`config.mk`:
```
export PLATFORM = sky130hd
export DESIGN_NAME = qre_cell
export DESIGN_NICKNAME = d
export VERILOG_FILES = /design/src/rtl/qre_pkg.sv /design/src/rtl/qre_cell.sv
export SDC_FILE = /design/constraint.sdc
export NUM_CORES = 2
export LEC_CHECK = 0
export BUFFER_PORTS_ARGS = -buffer_cell sky130_fd_sc_hd__buf_2
export CORE_UTILIZATION = 55
export CTS_CLUSTER_DIAMETER = 40
export DETAILED_ROUTE_END_ITERATION = 6
export GPL_ROUTABILITY_DRIVEN = 0
export PLACE_DENSITY = 0.73
export SLEW_MARGIN = 20
export SYNTH_ARGS = -nofsm -noshare
export SYNTH_HDL_FRONTEND = slang
export SYNTH_SLANG_ARGS = --single-unit
```
`constraint.sdc`:
```
create_clock -name clock -period 13.38 [get_ports clock]
set_clock_uncertainty 0.05 [all_clocks]
set_input_delay 2.676 -clock clock [delete_from_list [all_inputs] [get_ports clock]]
set_output_delay 2.676 -clock clock [all_outputs]
set_load 0.005 [all_outputs]
```
`src/rtl/qre_pkg.sv`:
```
// Shared types and constants for the quadratic evaluate / root block.
// No dependencies; used by every module in rtl/.
package qre_pkg;

   // Field and datapath widths (sized for FRAC_BITS up to 24)
   localparam int WORD_W    = 32;
   localparam int P_W       = 66;   // a*x + b*2^F, exact
   localparam int ACC_W     = 100;  // (a*x + b*2^F)*x + c*2^2F + round
   localparam int DIGIT_W   = 8;
   localparam int N_CELLS   = WORD_W / DIGIT_W;
   localparam int DISC_W    = 67;   // b*b - 4ac
   localparam int SQ_N_W    = 116;  // radicand D * 2^2F
   localparam int SQ_R_W    = SQ_N_W / 2;
   localparam int SQ_REM_W  = SQ_R_W + 4;
   localparam int NUM_W     = 64;
   localparam int DIV_N_W   = 62;
   localparam int DIV_D_W   = 34;
   localparam int CNT_W     = 7;
   localparam int CSR_IDX_W = 2;
   localparam int REQ_W     = 32;
   localparam int RSP_W     = 72;

   // Register indexes
   localparam logic [CSR_IDX_W-1:0] CSR_COEF_A = 2'd0;
   localparam logic [CSR_IDX_W-1:0] CSR_COEF_B = 2'd1;
   localparam logic [CSR_IDX_W-1:0] CSR_COEF_C = 2'd2;

   // Root classes
   localparam logic [1:0] KIND_NONE  = 2'd0;
   localparam logic [1:0] KIND_ONE   = 2'd1;
   localparam logic [1:0] KIND_TWO   = 2'd2;
   localparam logic [1:0] KIND_DEGEN = 2'd3;

   // Data carried from cell to cell
   typedef struct packed {
      logic [P_W-1:0]    p;
      logic [WORD_W-1:0] x;
      logic [ACC_W-1:0]  acc;
   } qre_lane_type;

   // Root sequencer status
   typedef struct packed {
      logic              busy;
      logic [1:0]        kind;
      logic [WORD_W-1:0] root;
   } qre_root_type;

endpackage

```
`src/rtl/qre_cell.sv`:
```
// One multiply-accumulate cell of the evaluation chain: adds P * (one 8-bit
// digit of x) into the running sum. Depends on qre_pkg.
module qre_cell #(
   parameter int DIGIT_POS = 0
) (
   input  logic                  clock,
   input  logic                  reset,
   input  logic                  up_valid,
   input  qre_pkg::qre_lane_type up_lane,
   output logic                  up_ready,
   output logic                  down_valid,
   output qre_pkg::qre_lane_type down_lane,
   input  logic                  down_ready
);
   localparam int LSB    = DIGIT_POS * qre_pkg::DIGIT_W;
   localparam int MSB    = LSB + qre_pkg::DIGIT_W - 1;
   localparam int PROD_W = qre_pkg::P_W + qre_pkg::DIGIT_W + 1;

   logic                        valid_ff;
   qre_pkg::qre_lane_type       lane_ff;
   qre_pkg::qre_lane_type       lane_in;
   logic signed [qre_pkg::DIGIT_W:0] digit;
   logic signed [PROD_W-1:0]         prod;
   logic signed [qre_pkg::ACC_W-1:0] term;

   // top digit carries the sign of x, the others are unsigned
   assign digit = (DIGIT_POS == qre_pkg::N_CELLS - 1)
                ? $signed({up_lane.x[MSB], up_lane.x[MSB:LSB]})
                : $signed({1'b0, up_lane.x[MSB:LSB]});
   assign prod  = $signed(up_lane.p) * digit;
   assign term  = $signed({{(qre_pkg::ACC_W-PROD_W){prod[PROD_W-1]}}, prod}) <<< LSB;

   always_comb begin
      lane_in     = up_lane;
      lane_in.acc = up_lane.acc + term;
   end

   assign up_ready   = !valid_ff || down_ready;
   assign down_valid = valid_ff;
   assign down_lane  = lane_ff;

   always_ff @(posedge clock) begin
      if (reset) begin
         valid_ff <= 1'b0;
      end else if (up_ready) begin
         valid_ff <= up_valid;
      end
      if (up_ready && up_valid) begin
         lane_ff <= lane_in;
      end
   end
endmodule

```
==> key figures <==
Worst setup path
  • Critical path class: in -> reg
  • Crit start category: primary input
  • CP top delay family: compound AO/OA/AOI/OAI gates
  • Launch point of the worst reg-to-reg path: down_valid$_SDFFE_PP0N_
  • Slowest CP cell: a2111oi_0
  • Worst Reg-to-Reg Cells: 4
  • Setup crit end: down_lane[81]$_DFFE_PP_
  • Stages on worst setup path: 32
  • Crit-path max cell delay: 0.82 ns
  • Max FO, Critical Path: 53
  • Critical path arrival: 11.74 ns
  • Critical path capture point type: register
  • CP Buf/Inv Count: 4
  • CP required: 13.58 ns
  • R2R setup slack: 10.71 ns
  • Launch point of the worst path: up_lane[103]
  • Most frequent CP cell: a21oi_1
  • RR Endpoint: down_lane[190]$_DFFE_PP_

Synthesis
  • Synth area leader: fa_1
  • EDFF count, synth: 198
  • Count leader, synth: inv_1
  • Synth Register Bits: 199
  • Dominant synthesized flop cell: edfxtp_1
  • Register area share after synthesis: 0.196
  • Mapped Nets: 4170
  • Cells after Synth: 3309
  • Asr flop ratio synth: 0
  • Syn Area/Cell: 9.18 µm²
  • YS warnings: 0
  • Post-synth top cells: inv_1 (536), fa_1 (403), nand2_1 (342)
  • Yosys top cell area share: 0.266
  • Synth cell types: 77
  • Mapped cell area: 0.0304 mm²
  • Synth top area cells: fa_1 (27%), edfxtp_1 (20%), ha_1 (11%)

Clocking
  • Clock H-tree levels: 4
  • CTS Sinks: 199
  • Clock Latency Late Sink: 0.51 ns
  • CTS Hold Bufs: 0
  • Post-CTS Setup Bufs: 0
  • Total CTS buffers: 17
  • Clock slew at reported path FFs: 0.08 ns
  • Longest Clk Path Bufs: 2
  • CTS tree: done
  • Clock root buffer: clkbuf_16
  • Cts repair resizes: 0

Global route
  • Vias in the first global route: 24000
  • Largest net degree at the start of global routing: 68
  • Grt total ovfl: 0
  • Total GRT Usage: 0.297
  • Initial antenna violation count: 7
  • First-pass GRT wire length: 130 mm

STA
  • Minimum clock period: 11.55 ns
  • Slew margin rel.: 0.283
  • Fin crit share: 0.863
  • Least-Margin Pin Slew: 1.07 ns
  • Pins Over Slew Limit: 0
  • Setup violations, final: 0
  • Fmax: 86.6 MHz
  • Hold Violations, Final: 0
  • RSZ-0062 raised after global routing: no
  • TNS Setup: 0 ns

Hold path
  • Worst hold path stage count: 2
  • Type of the worst min-delay path: reg -> reg

Placement
  • Hpwl dp: 66.7 mm
  • Port Buffers: 401

Route
  • Vias per inst: 5.65
  • Vias post-DR: 24500
  • DRT iter0 DRCs: 1978
  • Total Routed Length: 81.8 mm
  • Antenna viol nets, final: 0
  • Drt pass-1 iters: 5
  • # DRC: 0
  • DR WL/cell: 18.8 µm

Floorplan
  • Die width: 237 µm
  • # rows: 85
  • Full die area: 0.0561 mm²
  • Chip Height: 237 µm
  • # IOs: 402
  • CORE AREA: 0.0541 mm²
  • Starting Density: 0.561

Status
  • Status: complete, no violations

Cells and area
  • Area grow syn2layout: 10.4%
  • Final #Nets: 4488
  • Final-layout fill cell count: 4714
  • Fraction of layout cells with a size suffix above 1: 0.130

Flow run
  • Max cap viols: 0
## cell usage in the layout (no fill, tap or decap), types with 25 or more instances in the layout
master / instances
nand3_1: 40
nand4_1: 52
fa_1: 403
xor2_1: 66
a21oi_1: 205
o21bai_1: 30
xnor2_1: 99
edfxtp_1: 198
o21ai_0: 114
nor2_1: 90
nand2_1: 342
nor3_1: 33
inv_1: 536
a21o_1: 117
and2_1: 340
buf_2: 401
ha_1: 256
nor2b_1: 25
## metrics by stage
stage | setup WS (ns) | util | hold WS, ns | cell area, µm² | instances
CTS | 1.98 | 0.619 | 0.484 | 33500 | 4336
global route | 1.35 | 0.619 | 0.523 | 33500 | 4342
global placement | 1.47 | 0.608 | 0.455 | 32900 | 4304
floorplan | 2.81 | - | 0.472 | 30400 | 3309
finish | 1.83 | 0.619 | 0.487 | 33500 | 4342
detailed placement | 1.46 | 0.608 | 0.472 | 32900 | 4304
## per-layer routing
layer  global-route usage  share of wire
met1                0.417           0.44
met2                0.462           0.45
met3               0.0435          0.071
met4                0.120          0.032
met5                    0              0
## registers in the layout, summed over array words and instances, names as in the netlist
signal and flops:
down_lane 198, down_valid 1
## cell families (layout without fill, tap and decap cells)
group | after synthesis | in the layout | share of synthesized area
AND/OR/NAND/NOR | 998 | 998 | 0.168
adder cells (fa/ha/maj) | 659 | 659 | 0.371
buffers and inverters | 652 | 983 | 0.0807
AO/OA/AOI/OAI | 634 | 634 | 0.134
flip-flops | 199 | 199 | 0.196
XOR/XNOR | 167 | 167 | 0.0489
other | 0 | 6 | 0
## worst min-delay path by stage
stage,slack [ns],from,to
after floorplan,0.47,down_valid$_SDFFE_PP0N_,down_valid$_SDFFE_PP0N_
after global placement,0.46,down_valid$_SDFFE_PP0N_,down_valid$_SDFFE_PP0N_
after detailed placement,0.47,down_valid$_SDFFE_PP0N_,down_valid$_SDFFE_PP0N_
after CTS,0.48,down_valid$_SDFFE_PP0N_,down_valid$_SDFFE_PP0N_
after global routing,0.52,down_valid$_SDFFE_PP0N_,down_valid$_SDFFE_PP0N_
final,0.49,down_valid$_SDFFE_PP0N_,down_valid$_SDFFE_PP0N_
## tightest hold or removal path: cells and delay by family (launching register included)
kind	cells	cell delay, ns
flops	1	0.31
compound gates	1	0.08
simple gates	1	0.11
## layout make-up
cell class / instances / area [µm²] / area share
Antenna cell: 6 / 15.0 / 0.000448
Timing Repair Buffer: 415 / 2110 / 0.0630
Clock inverter: 14 / 173 / 0.00515
Inverter: 536 / 2010 / 0.0600
Multi-Input combinational cell: 2458 / 21900 / 0.655
Sequential cell: 199 / 5970 / 0.178
Tap cell: 696 / 871 / 0.0260
Clock buffer: 18 / 429 / 0.0128
Power is left out: the tool's default activity adds up to more than one toggle a clock period on the data nets, which glitch-free logic cannot reach.
